File: config.mk
export PLATFORM = sky130hd
export DESIGN_NAME = component_group_candidates
export DESIGN_NICKNAME = d
export VERILOG_FILES = /design/src/cgc_pkg.sv /design/src/component_group_candidates.sv
export SDC_FILE = /design/constraint.sdc
export NUM_CORES = 2
export LEC_CHECK = 0
export CORE_MARGIN = 4
export CORE_UTILIZATION = 37
export CTS_CLUSTER_SIZE = 30
export DETAILED_ROUTE_END_ITERATION = 8
export DONT_BUFFER_PORTS = 1
export PLACE_DENSITY = 0.54
export SYNTH_ARGS = -nofsm -noshare
export SYNTH_HDL_FRONTEND = slang
export SYNTH_SLANG_ARGS = --single-unit
File: constraint.sdc
create_clock -name i_clk -period 11.1 [get_ports i_clk]
set_input_delay 2.775 -clock i_clk [delete_from_list [all_inputs] [get_ports i_clk]]
set_output_delay 2.775 -clock i_clk [all_outputs]
set_load 0.05 [all_outputs]
File: src/cgc_pkg.sv
package cgc_pkg;

    localparam int COORD_BITS     = 16;
    localparam int OUT_IDX_BITS   = 13;
    localparam int SUM_BITS       = 28;
    localparam int FACTOR_BITS    = 8;
    localparam int PADDR_BITS     = 4;
    localparam int PDATA_BITS     = 32;

    localparam int MAX_RANGE_DEF      = 8;
    localparam int MAX_COMPONENTS_DEF = 4096;

    // register indexes, word address bits [3:2]
    localparam logic [1:0] REG_MAX_RANGE    = 2'd0;
    localparam logic [1:0] REG_MAX_GAP      = 2'd1;
    localparam logic [1:0] REG_MAX_ASPECT   = 2'd2;
    localparam logic [1:0] REG_WIDTH_FACTOR = 2'd3;

    localparam logic [3:0] RST_MAX_RANGE    = 4'd4;
    localparam logic [9:0] RST_MAX_GAP      = 10'd2;
    localparam logic [7:0] RST_MAX_ASPECT   = 8'd40;
    localparam logic [7:0] RST_WIDTH_FACTOR = 8'd40;

    typedef struct packed {
        logic [OUT_IDX_BITS-1:0] first_comp;
        logic [OUT_IDX_BITS-1:0] last_comp;
        logic [COORD_BITS-1:0]   left;
        logic [COORD_BITS-1:0]   top;
        logic [COORD_BITS-1:0]   right;
        logic [COORD_BITS-1:0]   bottom;
    } t_group;

endpackage

File: src/component_group_candidates.sv
// channel   | handshake          | payload
// ----------+--------------------+----------------------------------------------------
// box in    | i_valid / o_stall  | i_mode i_left i_top i_right i_bottom i_final_box
// group out | o_valid / i_stall  | o_first_component o_last_component o_group_* o_last
// config    | psel penable pwrite| paddr pwdata prdata pready (always high)
//
// a height pass box is summed while idle; a grouping box goes through setup (SETUP, THR),
// then per box walked a window read and union update (READ, ACC), MULA, MULB and CHK for a
// group of two or more (shared multiplier for the aspect and width tests), EMIT when a group
// is kept, and FLUSH to finish; one window read port and the single shared multiplier set this order
// reset is synchronous, active low, loads the configuration defaults and clears sums, counts and window fill
// o_stall is high while a grouping box is in work; a stalled output only holds the walk
// when a second kept group is ready or at the finish
module component_group_candidates
    import cgc_pkg::*;
#(
    parameter int MAX_RANGE      = MAX_RANGE_DEF,
    parameter int MAX_COMPONENTS = MAX_COMPONENTS_DEF
) (
    input  logic                    i_clk,
    input  logic                    i_rst_n,

    input  logic                    psel,
    input  logic                    penable,
    input  logic                    pwrite,
    input  logic [PADDR_BITS-1:0]   paddr,
    input  logic [PDATA_BITS-1:0]   pwdata,
    output logic [PDATA_BITS-1:0]   prdata,
    output logic                    pready,

    input  logic                    i_valid,
    output logic                    o_stall,
    input  logic                    i_mode,
    input  logic [COORD_BITS-1:0]   i_left,
    input  logic [COORD_BITS-1:0]   i_top,
    input  logic [COORD_BITS-1:0]   i_right,
    input  logic [COORD_BITS-1:0]   i_bottom,
    input  logic                    i_final_box,

    output logic                    o_valid,
    input  logic                    i_stall,
    output logic [OUT_IDX_BITS-1:0] o_first_component,
    output logic [OUT_IDX_BITS-1:0] o_last_component,
    output logic [COORD_BITS-1:0]   o_group_left,
    output logic [COORD_BITS-1:0]   o_group_top,
    output logic [COORD_BITS-1:0]   o_group_right,
    output logic [COORD_BITS-1:0]   o_group_bottom,
    output logic                    o_last
);

    localparam int CNT_BITS = $clog2(MAX_COMPONENTS + 1);
    localparam int IW       = (CNT_BITS > OUT_IDX_BITS) ? CNT_BITS : OUT_IDX_BITS;
    localparam int FW       = $clog2(MAX_RANGE + 1);
    localparam int PW       = (MAX_RANGE > 1) ? $clog2(MAX_RANGE) : 1;
    localparam int MB       = (CNT_BITS > FACTOR_BITS) ? CNT_BITS : FACTOR_BITS;
    localparam int PRODW    = SUM_BITS + MB;
    localparam int THRW     = SUM_BITS + FACTOR_BITS;
    localparam int BOXW     = 4 * COORD_BITS;

    typedef enum logic [9:0] {
        S_IDLE  = 10'b0000000001,
        S_SETUP = 10'b0000000010,
        S_THR   = 10'b0000000100,
        S_READ  = 10'b0000001000,
        S_ACC   = 10'b0000010000,
        S_MULA  = 10'b0000100000,
        S_MULB  = 10'b0001000000,
        S_CHK   = 10'b0010000000,
        S_EMIT  = 10'b0100000000,
        S_FLUSH = 10'b1000000000
    } t_state;

    function automatic logic [PW-1:0] win_addr(input logic [PW-1:0] base,
                                               input logic [PW-1:0] off);
        logic [PW:0] sum;
        sum = {1'b0, base} + {1'b0, off};
        if (sum >= (PW+1)'(MAX_RANGE)) begin
            sum = sum - (PW+1)'(MAX_RANGE);
        end
        return sum[PW-1:0];
    endfunction

    // configuration
    logic [3:0]              r_max_range, n_max_range;
    logic [9:0]              r_max_gap, n_max_gap;
    logic [7:0]              r_max_aspect, n_max_aspect;
    logic [7:0]              r_width_factor, n_width_factor;

    // pass state
    logic [SUM_BITS-1:0]     r_height_sum, n_height_sum;
    logic [CNT_BITS-1:0]     r_box_count, n_box_count;
    logic [FW-1:0]           r_fill, n_fill;
    logic [PW-1:0]           r_head, n_head;
    logic [CNT_BITS-1:0]     r_gpi, n_gpi;

    logic [BOXW-1:0]         r_win [MAX_RANGE];
    logic [BOXW-1:0]         r_rd;

    // sequencer
    t_state                  r_state, n_state;
    logic                    r_fin, n_fin;
    logic                    r_stored, n_stored;
    logic [PW-1:0]           r_p_start, n_p_start;
    logic [PW-1:0]           r_p_cur, n_p_cur;
    logic [PW-1:0]           r_p_last, n_p_last;
    logic [PW-1:0]           r_p_end, n_p_end;
    logic [IW-1:0]           r_s, n_s;
    logic [IW-1:0]           r_e, n_e;
    logic [COORD_BITS-1:0]   r_gl, n_gl, r_gt, n_gt, r_gr, n_gr, r_gb, n_gb;
    logic [COORD_BITS-1:0]   r_prev_right, n_prev_right;
    logic [PRODW-1:0]        r_prod;
    logic [THRW-1:0]         r_thr, n_thr;
    logic                    r_rej, n_rej;

    // one kept group waits here until the next is known, so the last flag is right
    t_group                  r_pend, n_pend;
    logic                    r_pend_valid, n_pend_valid;
    t_group                  r_out, n_out;
    logic                    r_out_last, n_out_last;
    logic                    r_out_valid, n_out_valid;

    logic                    cfg_wr;
    logic                    can_store;
    logic                    wr_en;
    logic [PW-1:0]           wr_addr;
    logic [PW-1:0]           rd_addr;
    logic [BOXW-1:0]         wr_data;
    logic [COORD_BITS-1:0]   in_span;
    logic [SUM_BITS:0]       sum_ext;
    logic [FW-1:0]           eff_r;
    logic                    k_ge_r;
    logic                    have_main;
    logic [IW-1:0]           s_begin;
    logic [FW-1:0]           p_begin;
    logic                    work;
    logic [COORD_BITS-1:0]   bl, bt, br, bb;
    logic                    first_box;
    logic [COORD_BITS:0]     gap_diff;
    logic                    gap_bad;
    logic [COORD_BITS-1:0]   grp_w, grp_h;
    logic [MB-1:0]           cnt;
    logic                    aspect_bad;
    logic                    width_bad;
    logic [SUM_BITS-1:0]     mul_a;
    logic [MB-1:0]           mul_b;
    logic [PRODW-1:0]        mul_p;
    logic                    out_free;
    logic                    at_last_box;
    logic                    last_start;
    logic                    step_box;
    logic                    step_start;
    t_group                  cur_group;

    assign pready  = 1'b1;
    assign cfg_wr  = psel && penable && pwrite;
    assign o_stall = (r_state != S_IDLE);

    always_comb begin
        unique case (paddr[3:2])
            REG_MAX_RANGE:    prdata = {{(PDATA_BITS-4){1'b0}}, r_max_range};
            REG_MAX_GAP:      prdata = {{(PDATA_BITS-10){1'b0}}, r_max_gap};
            REG_MAX_ASPECT:   prdata = {{(PDATA_BITS-8){1'b0}}, r_max_aspect};
            REG_WIDTH_FACTOR: prdata = {{(PDATA_BITS-8){1'b0}}, r_width_factor};
            default:          prdata = '0;
        endcase
    end

    assign can_store = (r_gpi < CNT_BITS'(MAX_COMPONENTS));
    assign wr_addr   = (r_fill < FW'(MAX_RANGE)) ? win_addr(r_head, r_fill[PW-1:0]) : r_head;
    assign rd_addr   = win_addr(r_head, r_p_cur);
    assign wr_data   = {i_bottom, i_right, i_top, i_left};
    assign in_span   = (i_bottom > i_top) ? (i_bottom - i_top) : '0;
    assign sum_ext   = {1'b0, r_height_sum} + (SUM_BITS+1)'(in_span);

    always_comb begin
        if (r_max_range == 4'd0) begin
            eff_r = FW'(1);
        end else if (5'(r_max_range) > 5'(MAX_RANGE)) begin
            eff_r = FW'(MAX_RANGE);
        end else begin
            eff_r = FW'(r_max_range);
        end
    end

    assign k_ge_r    = (IW'(r_gpi) >= IW'(eff_r));
    assign have_main = r_stored && k_ge_r;
    assign s_begin   = have_main ? (IW'(r_gpi) - IW'(eff_r) + IW'(1)) :
                       k_ge_r    ? (IW'(r_gpi) - IW'(eff_r) + IW'(2)) : IW'(1);
    assign p_begin   = have_main ? (r_fill - eff_r) :
                       k_ge_r    ? (r_fill - eff_r + FW'(1)) : '0;
    assign work      = have_main || (r_fin && (s_begin <= IW'(r_gpi)));

    assign bl = r_rd[COORD_BITS-1:0];
    assign bt = r_rd[2*COORD_BITS-1:COORD_BITS];
    assign br = r_rd[3*COORD_BITS-1:2*COORD_BITS];
    assign bb = r_rd[4*COORD_BITS-1:3*COORD_BITS];

    assign first_box = (r_p_cur == r_p_start);
    // gaps are signed: overlapping neighbors never fail
    assign gap_diff  = {1'b0, bl} - {1'b0, r_prev_right};
    assign gap_bad   = !gap_diff[COORD_BITS] &&
                       (gap_diff[COORD_BITS-1:0] > COORD_BITS'(r_max_gap));

    assign grp_w      = (r_gr > r_gl) ? (r_gr - r_gl) : '0;
    assign grp_h      = (r_gb > r_gt) ? (r_gb - r_gt) : '0;
    assign cnt        = (r_box_count == '0) ? MB'(1) : MB'(r_box_count);
    assign aspect_bad = (PRODW'({grp_w, 4'b0000}) > r_prod);
    assign width_bad  = ({r_prod, 4'b0000} > (PRODW+4)'(r_thr));
    assign mul_p      = PRODW'(mul_a) * PRODW'(mul_b);

    assign out_free    = !r_out_valid || !i_stall;
    assign at_last_box = (r_p_cur == r_p_last);
    assign last_start  = (r_p_start == r_p_end);

    assign cur_group = '{first_comp: r_s[OUT_IDX_BITS-1:0],
                         last_comp:  r_e[OUT_IDX_BITS-1:0],
                         left:       r_gl,
                         top:        r_gt,
                         right:      r_gr,
                         bottom:     r_gb};

    always_comb begin
        n_max_range    = r_max_range;
        n_max_gap      = r_max_gap;
        n_max_aspect   = r_max_aspect;
        n_width_factor = r_width_factor;
        n_height_sum   = r_height_sum;
        n_box_count    = r_box_count;
        n_fill         = r_fill;
        n_head         = r_head;
        n_gpi          = r_gpi;
        n_state        = r_state;
        n_fin          = r_fin;
        n_stored       = r_stored;
        n_p_start      = r_p_start;
        n_p_cur        = r_p_cur;
        n_p_last       = r_p_last;
        n_p_end        = r_p_end;
        n_s            = r_s;
        n_e            = r_e;
        n_gl           = r_gl;
        n_gt           = r_gt;
        n_gr           = r_gr;
        n_gb           = r_gb;
        n_prev_right   = r_prev_right;
        n_thr          = r_thr;
        n_rej          = r_rej;
        n_pend         = r_pend;
        n_pend_valid   = r_pend_valid;
        n_out          = r_out;
        n_out_last     = r_out_last;
        n_out_valid    = r_out_valid;
        mul_a          = '0;
        mul_b          = '0;
        wr_en          = 1'b0;
        step_box       = 1'b0;
        step_start     = 1'b0;

        if (r_out_valid && !i_stall) begin
            n_out_valid = 1'b0;
        end

        if (cfg_wr) begin
            unique case (paddr[3:2])
                REG_MAX_RANGE:    n_max_range    = pwdata[3:0];
                REG_MAX_GAP:      n_max_gap      = pwdata[9:0];
                REG_MAX_ASPECT:   n_max_aspect   = pwdata[7:0];
                REG_WIDTH_FACTOR: n_width_factor = pwdata[7:0];
                default: ;
            endcase
        end

        unique case (r_state)
            S_IDLE: begin
                if (i_valid) begin
                    if (!i_mode) begin
                        if (r_box_count < CNT_BITS'(MAX_COMPONENTS)) begin
                            n_height_sum = sum_ext[SUM_BITS] ? '1 : sum_ext[SUM_BITS-1:0];
                            n_box_count  = r_box_count + CNT_BITS'(1);
                        end
                    end else begin
                        n_fin    = i_final_box;
                        n_stored = can_store;
                        if (can_store) begin
                            wr_en = 1'b1;
                            if (r_fill < FW'(MAX_RANGE)) begin
                                n_fill = r_fill + FW'(1);
                            end else begin
                                n_head = win_addr(r_head, PW'(1));
                            end
                            n_gpi = r_gpi + CNT_BITS'(1);
                        end
                        n_state = S_SETUP;
                    end
                end
            end
            S_SETUP: begin
                // threshold for the width test, fixed for the whole item
                mul_a     = r_height_sum;
                mul_b     = MB'(r_width_factor);
                n_s       = s_begin;
                n_e       = s_begin;
                n_p_start = PW'(p_begin);
                n_p_cur   = PW'(p_begin);
                n_p_last  = PW'(r_fill - FW'(1));
                n_p_end   = r_fin ? PW'(r_fill - FW'(1)) : PW'(p_begin);
                n_state   = work ? S_THR : S_FLUSH;
            end
            S_THR: begin
                n_thr   = r_prod[THRW-1:0];
                n_state = S_READ;
            end
            S_READ: begin
                n_state = S_ACC;
            end
            S_ACC: begin
                n_prev_right = br;
                if (first_box) begin
                    n_gl    = bl;
                    n_gt    = bt;
                    n_gr    = br;
                    n_gb    = bb;
                    n_state = S_EMIT;
                end else begin
                    n_gl = (bl < r_gl) ? bl : r_gl;
                    n_gt = (bt < r_gt) ? bt : r_gt;
                    n_gr = (br > r_gr) ? br : r_gr;
                    n_gb = (bb > r_gb) ? bb : r_gb;
                    // a gap kills this and every longer group from the same start
                    if (gap_bad) begin
                        step_start = 1'b1;
                    end else begin
                        n_state = S_MULA;
                    end
                end
            end
            S_MULA: begin
                mul_a   = SUM_BITS'(grp_h);
                mul_b   = MB'(r_max_aspect);
                n_state = S_MULB;
            end
            S_MULB: begin
                n_rej   = aspect_bad;
                mul_a   = SUM_BITS'(grp_w);
                mul_b   = cnt;
                n_state = S_CHK;
            end
            S_CHK: begin
                if (r_rej || width_bad) begin
                    step_box = 1'b1;
                end else begin
                    n_state = S_EMIT;
                end
            end
            S_EMIT: begin
                if (!r_pend_valid || out_free) begin
                    if (r_pend_valid) begin
                        n_out       = r_pend;
                        n_out_last  = 1'b0;
                        n_out_valid = 1'b1;
                    end
                    n_pend       = cur_group;
                    n_pend_valid = 1'b1;
                    step_box     = 1'b1;
                end
            end
            S_FLUSH: begin
                if (!r_pend_valid || out_free) begin
                    if (r_pend_valid) begin
                        n_out        = r_pend;
                        n_out_last   = 1'b1;
                        n_out_valid  = 1'b1;
                        n_pend_valid = 1'b0;
                    end
                    if (r_fin) begin
                        n_height_sum = '0;
                        n_box_count  = '0;
                        n_fill       = '0;
                        n_head       = '0;
                        n_gpi        = '0;
                    end
                    n_state = S_IDLE;
                end
            end
            default: begin
                n_state = S_IDLE;
            end
        endcase

        if (step_start || (step_box && at_last_box)) begin
            if (last_start) begin
                n_state = S_FLUSH;
            end else begin
                n_p_start = r_p_start + PW'(1);
                n_p_cur   = r_p_start + PW'(1);
                n_s       = r_s + IW'(1);
                n_e       = r_s + IW'(1);
                n_state   = S_READ;
            end
        end else if (step_box) begin
            n_p_cur = r_p_cur + PW'(1);
            n_e     = r_e + IW'(1);
            n_state = S_READ;
        end
    end

    always_ff @(posedge i_clk) begin
        if (!i_rst_n) begin
            r_max_range    <= RST_MAX_RANGE;
            r_max_gap      <= RST_MAX_GAP;
            r_max_aspect   <= RST_MAX_ASPECT;
            r_width_factor <= RST_WIDTH_FACTOR;
            r_height_sum   <= '0;
            r_box_count    <= '0;
            r_fill         <= '0;
            r_head         <= '0;
            r_gpi          <= '0;
            r_state        <= S_IDLE;
            r_pend_valid   <= 1'b0;
            r_out_valid    <= 1'b0;
        end else begin
            r_max_range    <= n_max_range;
            r_max_gap      <= n_max_gap;
            r_max_aspect   <= n_max_aspect;
            r_width_factor <= n_width_factor;
            r_height_sum   <= n_height_sum;
            r_box_count    <= n_box_count;
            r_fill         <= n_fill;
            r_head         <= n_head;
            r_gpi          <= n_gpi;
            r_state        <= n_state;
            r_pend_valid   <= n_pend_valid;
            r_out_valid    <= n_out_valid;
        end
    end

    always_ff @(posedge i_clk) begin
        r_fin        <= n_fin;
        r_stored     <= n_stored;
        r_p_start    <= n_p_start;
        r_p_cur      <= n_p_cur;
        r_p_last     <= n_p_last;
        r_p_end      <= n_p_end;
        r_s          <= n_s;
        r_e          <= n_e;
        r_gl         <= n_gl;
        r_gt         <= n_gt;
        r_gr         <= n_gr;
        r_gb         <= n_gb;
        r_prev_right <= n_prev_right;
        r_prod       <= mul_p;
        r_thr        <= n_thr;
        r_rej        <= n_rej;
        r_pend       <= n_pend;
        r_out        <= n_out;
        r_out_last   <= n_out_last;
    end

    // box window, circular, oldest entry at r_head
    always_ff @(posedge i_clk) begin
        if (wr_en) begin
            r_win[wr_addr] <= wr_data;
        end
        r_rd <= r_win[rd_addr];
    end

    assign o_valid           = r_out_valid;
    assign o_first_component = r_out.first_comp;
    assign o_last_component  = r_out.last_comp;
    assign o_group_left      = r_out.left;
    assign o_group_top       = r_out.top;
    assign o_group_right     = r_out.right;
    assign o_group_bottom    = r_out.bottom;
    assign o_last            = r_out_last;

    a_idle_no_pending: assert property (@(posedge i_clk) disable iff (!i_rst_n)
        (r_state == S_IDLE) |-> !r_pend_valid)
        else $error("group left pending after item finished");

    a_not_last_has_more: assert property (@(posedge i_clk) disable iff (!i_rst_n)
        (o_valid && !o_last) |-> r_pend_valid)
        else $error("non-final group shown with nothing pending");

    a_window_bounds: assert property (@(posedge i_clk) disable iff (!i_rst_n)
        (r_fill <= FW'(MAX_RANGE)) && (r_gpi <= CNT_BITS'(MAX_COMPONENTS)))
        else $error("window fill or pass index out of range");

    a_final_clears: assert property (@(posedge i_clk) disable iff (!i_rst_n)
        ($past(r_state == S_FLUSH) && $past(r_fin) && (r_state == S_IDLE))
        |-> ((r_gpi == '0) && (r_fill == '0) && (r_box_count == '0)))
        else $error("final box did not clear pass state");

endmodule

# --- After elaboration in Yosys (flattened, before gate mapping) ---
# Memories as Yosys holds them, arrays and structs flattened. A register that Yosys moved wholly into a read port is not among the register bits.
# Cells that the tools add are included.
totals:
  ff_bits: 482
  mem_bits_rw: 512
  out_inout_bits: 126
  memories: 1
classes:
  n_addsub: 24
  n_mul: 1
  order_cmp: 19
  n_eq_ne: 35
  muxes: 106
  reduce_logical: 44
mem_list:
  columns: ["name", "words", "word_bits", "rd", "rd_clocked_by_memory_dff", "wr", "line", "rtl"]
  rows:
  - ["r_win", 8, 64, 1, 1, 1, "component_group_candidates.sv:96", "logic [BOXW-1:0] r_win [MAX_RANGE];"]
op_table:
  columns: ["cell", "count"]
  rows:
  - ["$mux W13", 18]
  - ["$mux W16", 11]
  - ["$mux W28", 6]
  - ["$pmux W32 S4", 1]
  - ["$mux W10", 10]
  - ["$pmux W10 S10", 1]
  - ["$pmux W28 S3", 1]
  - ["$gt A16 B16 Y1", 5]
  - ["$add A13 B1 Y13 const B", 5]
  - ["$mux W3", 20]
  - ["$pmux W28 S2", 1]
  - ["$pmux W13 S2", 2]
  - ["$sub A16 B16 Y16", 3]
  - ["$gt A45 B36 Y1", 1]
  - ["$gt A20 B41 Y1", 1]
  - ["$mul A28 B13 Y41", 1]
  - ["$pmux W13 S3", 1]
  - ["$lt A16 B16 Y1", 2]
  - ["$mux W4", 8]
  - ["$add A28 B16 Y29", 1]
  - ["$lt A13 B13 Y1 const B", 2]
  - ["$ne A2 B2 Y1 const B", 12]
  - ["$mux W1", 21]
  - ["$reduce_and A2 Y1", 9]
  - ["other kinds (47)", 86]

# --- Longest topological paths before layout ---
depth:
  word_depth: 14
  ltp_mapped: 37
  ltp_nobuf: 34

# --- Worst setup path after synthesis ---
# No wires, ideal clock.
synth_path:
  path_kind: "input to register"
  startpoint: "input i_valid"
  endpoint: "memory r_win[4][0] in the netlist's numbering (enable)"
  setup_ns: 0.565
  arrival_ns: 7.748
  required_time_ns: 10.535
  setup_slack_ns: 2.787
  stages: 3
  path_buffers: 0
  path_cell_list: "nand2_1 or4_1 nor3_1"
synth_between:
  elab_chain_len: 4
synth_rtl:
  columns: ["item", "line", "rtl"]
  rows:
  - ["from (decl)", "component_group_candidates.sv:31", "input logic i_valid,"]
  - ["$mux W1", "component_group_candidates.sv:275", "if (i_valid) begin"]
  - ["$mux W1", "component_group_candidates.sv:273", "unique case (r_state)"]
  - ["$mux W1", "component_group_candidates.sv:461", "if (wr_en) begin"]
  - ["$mux W1 (implied by the code)", "component_group_candidates.sv:462", "r_win[wr_addr] <= wr_data;"]
  - ["to (decl)", "component_group_candidates.sv:96", null]
# Every way passes these cells.

# --- Worst setup path in the final report ---
layout_path:
  startpoint: "register r_gt[2]"
  endpoint: "register r_prod[35]"
layout_between:
  elab_chain_len: 4
layout_rtl:
  columns: ["item", "line", "rtl"]
  rows:
  - ["from (decl)", "component_group_candidates.sv:109", "logic [COORD_BITS-1:0] r_gl, n_gl, r_gt, n_gt, r_gr, n_gr, r_gb, n_gb;"]
  - ["from (signal assigned)", "component_group_candidates.sv:447", "r_gt <= n_gt;"]
  - ["$sub A16 B16 Y16 / $gt A16 B16 Y1 (equally long branches)", "component_group_candidates.sv:205", "assign grp_h = (r_gb > r_gt) ? (r_gb - r_gt) : '0;"]
  - ["$mux W16 *", "component_group_candidates.sv:205", null]
  - ["$pmux W28 S3 *", "component_group_candidates.sv:273", null]
  - ["$mul A28 B13 Y41 *", "component_group_candidates.sv:209", "assign mul_p = PRODW'(mul_a) * PRODW'(mul_b);"]
  - ["net mul_p[35]", "component_group_candidates.sv:146", "logic [PRODW-1:0] mul_p;"]
  - ["to (signal assigned)", "component_group_candidates.sv:451", "r_prod <= mul_p;"]
  - ["to (decl)", "component_group_candidates.sv:111", "logic [PRODW-1:0] r_prod;"]
# Mark *: on every way through the listed nets, which the timed path passes. The rest lies on a longest branch.
# A chain may end at the register's enable or synchronous reset.

==> metrics <==
final WL=between 150000 and 200000 um; Post-DRT Antenna Nets=0; # Post-CTS Setup Buffers=0; Placed Area=roughly 60000 um^2; Num Clock Sinks=~1100; worst hold path type=flop to flop; Final period util=84.49%; Place WS=~1800 ps; fin area=63680 um^2; Final Skew=around 50 ps; Slew Limit Fails=0; Hold Buf Count CTS=0; Critical Path RT=11750 ps; Max-slew headroom=about 22%; fmax=between 100 and 150 MHz; gp weighted congestion=0.9076; max cap viols=0; vias per cell=~5.2; largest net degree at the start of global routing=around 130; share of layout cells above drive strength 1=approximately a tenth; asr flop ratio synth=0%; DIE WIDTH=402 um; Synth top area share=between 40% and 50%; outcome=finished, final reports clean; Arr. time, crit path=10030 ps; Unique masters post-synth=roughly 100; Final nets=around 5400; Die Ht=402 um; setup TNS=0 ps; post-route setup slack=between 1500 and 2000 ps; Startpoint Class=flop; slowest CP cell=a221oi_2; Worst path max stage delay=about 800 ps; CP max FO=18; Total Routing Usage GR=between 10% and 20%; global-route wire length before repair=about 230000 um; FF-to-FF setup slack=around 1700 ps; post-cts resize count=0; CTS H-Tree Depth=3; Via Count=approximately 35000; Post-Synthesis Cells=~4600; cell taking the most area after synthesis=edfxtp_1; CP Class=flop to flop; drt drc=0; sequential fraction of the synthesis area=around half; P_leak=0.02482 uW; Power Total=9226 uW; syn_area_per_cell=around 12 um^2; Main synth FF type=edfxtp_1; initial core utilization=a little under two fifths; Initial DRC Count=~2500; site row count=~140; CTS tree=yes; routed len/inst=~22 um; worst-case clock buffer depth=3; CTS buffer count=between 100 and 150; antenna cell count=0; clock period minus worst slack=9378 ps; pwr dens=144.9 nW/um^2; post-synthesis cell area=57440 um^2; unrepaired setup endpoints after global routing=false; initial antenna violation count=4; hpwl dp=around 110000 um; maximum VDD drop=around 0.00013 V; layout overhead on the synthesized area=10.88%; Yosys reg bits=roughly 1100; vias in the first global route=roughly 36000; I/O pin count=between 200 and 250; worst slew pin tran=1172 ps; core area=~150000 um^2; Port Buf Inserts=0; Clk Latency, worst-skew pair=760 ps; Hold Violations, Final=0; die area=about 160000 um^2; Final setup viols=0; DR pass1 iterations=7; Crit. End Element=flop; grt ovf=0; Synth area leaders=edfxtp_1 43%, fa_1 10%, dfxtp_1 8.4%; clock slew at reported path FFs=approximately 70 ps; Post-synth EDFFs=818; Ys Warns=0; Util after Layout=roughly two fifths; root buffer cell=clkbuf_16
## report_power, final
| group | total (uW) | switching (uW) | internal, uW |
|---|---|---|---|
| clock network | 3670 | 1630 | 2040 |
| registers | 4490 | 107 | 4390 |
| logic | 1060 | 603 | 457 |
## registers in the layout, summed over array words and instances (netlist names), 28 cells and up
signal / cells
r_prod: 41
r_height_sum: 28
r_pend: 90
r_rd: 64
r_thr: 36
r_win: 512
## synth_stat cells, types with 24 or more instances
master	number
nand2_1	406
edfxtp_1	818
mux4_2	132
xnor2_1	105
a21o_1	77
dfxtp_1	240
buf_2	25
nor2b_1	48
o21ai_0	125
fa_1	295
nor3_1	50
nor2_1	325
o21a_1	49
inv_1	577
nand2b_1	24
mux2i_1	30
clkbuf_1	89
and3_1	40
a21oi_1	180
ha_1	319
and2_1	38
nand4_1	42
nand3_1	72
mux2_2	73
xor2_1	58
buf_4	30
## path summary, 6_finish.rpt
kind                               to        from  cells past startpoint
hold / removal    o_last_component[1]  r_pend[65]                      0
setup / recovery           r_prod[35]     r_gt[2]                     32
hold reg to reg   o_last_component[1]  r_pend[65]                      0
setup reg to reg           r_prod[35]     r_gt[2]                     32
## per-stage QoR
stage	hold slack, ps	cells
2_1_floorplan	399.5	4696
3_3_place_gp	403.2	6627
3_5_place_dp	406.1	6627
4_1_cts	405.9	6838
5_1_grt	416.3	6838
6_report	413.0	6838
## logic make-up (layout without fill, tap and decap cells)
family | Yosys count | after routing | share of synthesized area (%)
buffers and inverters | 741 | 839 | 5.108
xor gates and xnor gates | 163 | 163 | 2.486
AOI/OAI and AO/OA | 665 | 665 | 7.642
other | 2 | 83 | 0.01308
and+or+nand+nor | 1137 | 1137 | 9.260
muxes | 235 | 235 | 7.130
DFF | 1058 | 1058 | 51.13
adders and majority gates | 614 | 614 | 17.23
## layer usage
layer  vias up  global-route usage, %  share of wire, %
li1      16380                      -                 -
met1     17870                  26.41                46
met2       814                  29.96                46
met3       184                  4.258               6.0
met4         2                  4.373               2.1
met5         -                      0            0.0065
## critical path, delay by kind of cell, from the launching register on
kind                     cells  cell delay, ps
AO/OA/AOI/OAI               15            4540
XOR/XNOR                     1             140
adder cells (fa/ha/maj)      7            3240
buffers and inverters        5             340
flip-flops                   1             390
AND/OR/NAND/NOR              4             600
## layout make-up
cell class,count,area (um^2)
clock inverter,66,641.9
fill,14600,90540
inverter,580,2177
timing repair buffer,48,372.9
tap,2044,2557
clock buffer,145,2997
sequential,1058,29370
multi-input combinational,2897,25570
## layout by cell type, fill, tap and decap left out, types with 73 or more instances in the layout
cell,instances
o21ai_0,125
dfxtp_1,240
edfxtp_1,818
conb_1,83
mux2_2,73
xnor2_1,104
a21oi_1,176
nor2_1,320
a21o_1,77
mux4_2,132
ha_1,318
nand2_1,405
fa_1,294
inv_1,577
clkbuf_16,112
Power figures use the tool's default switching activity.
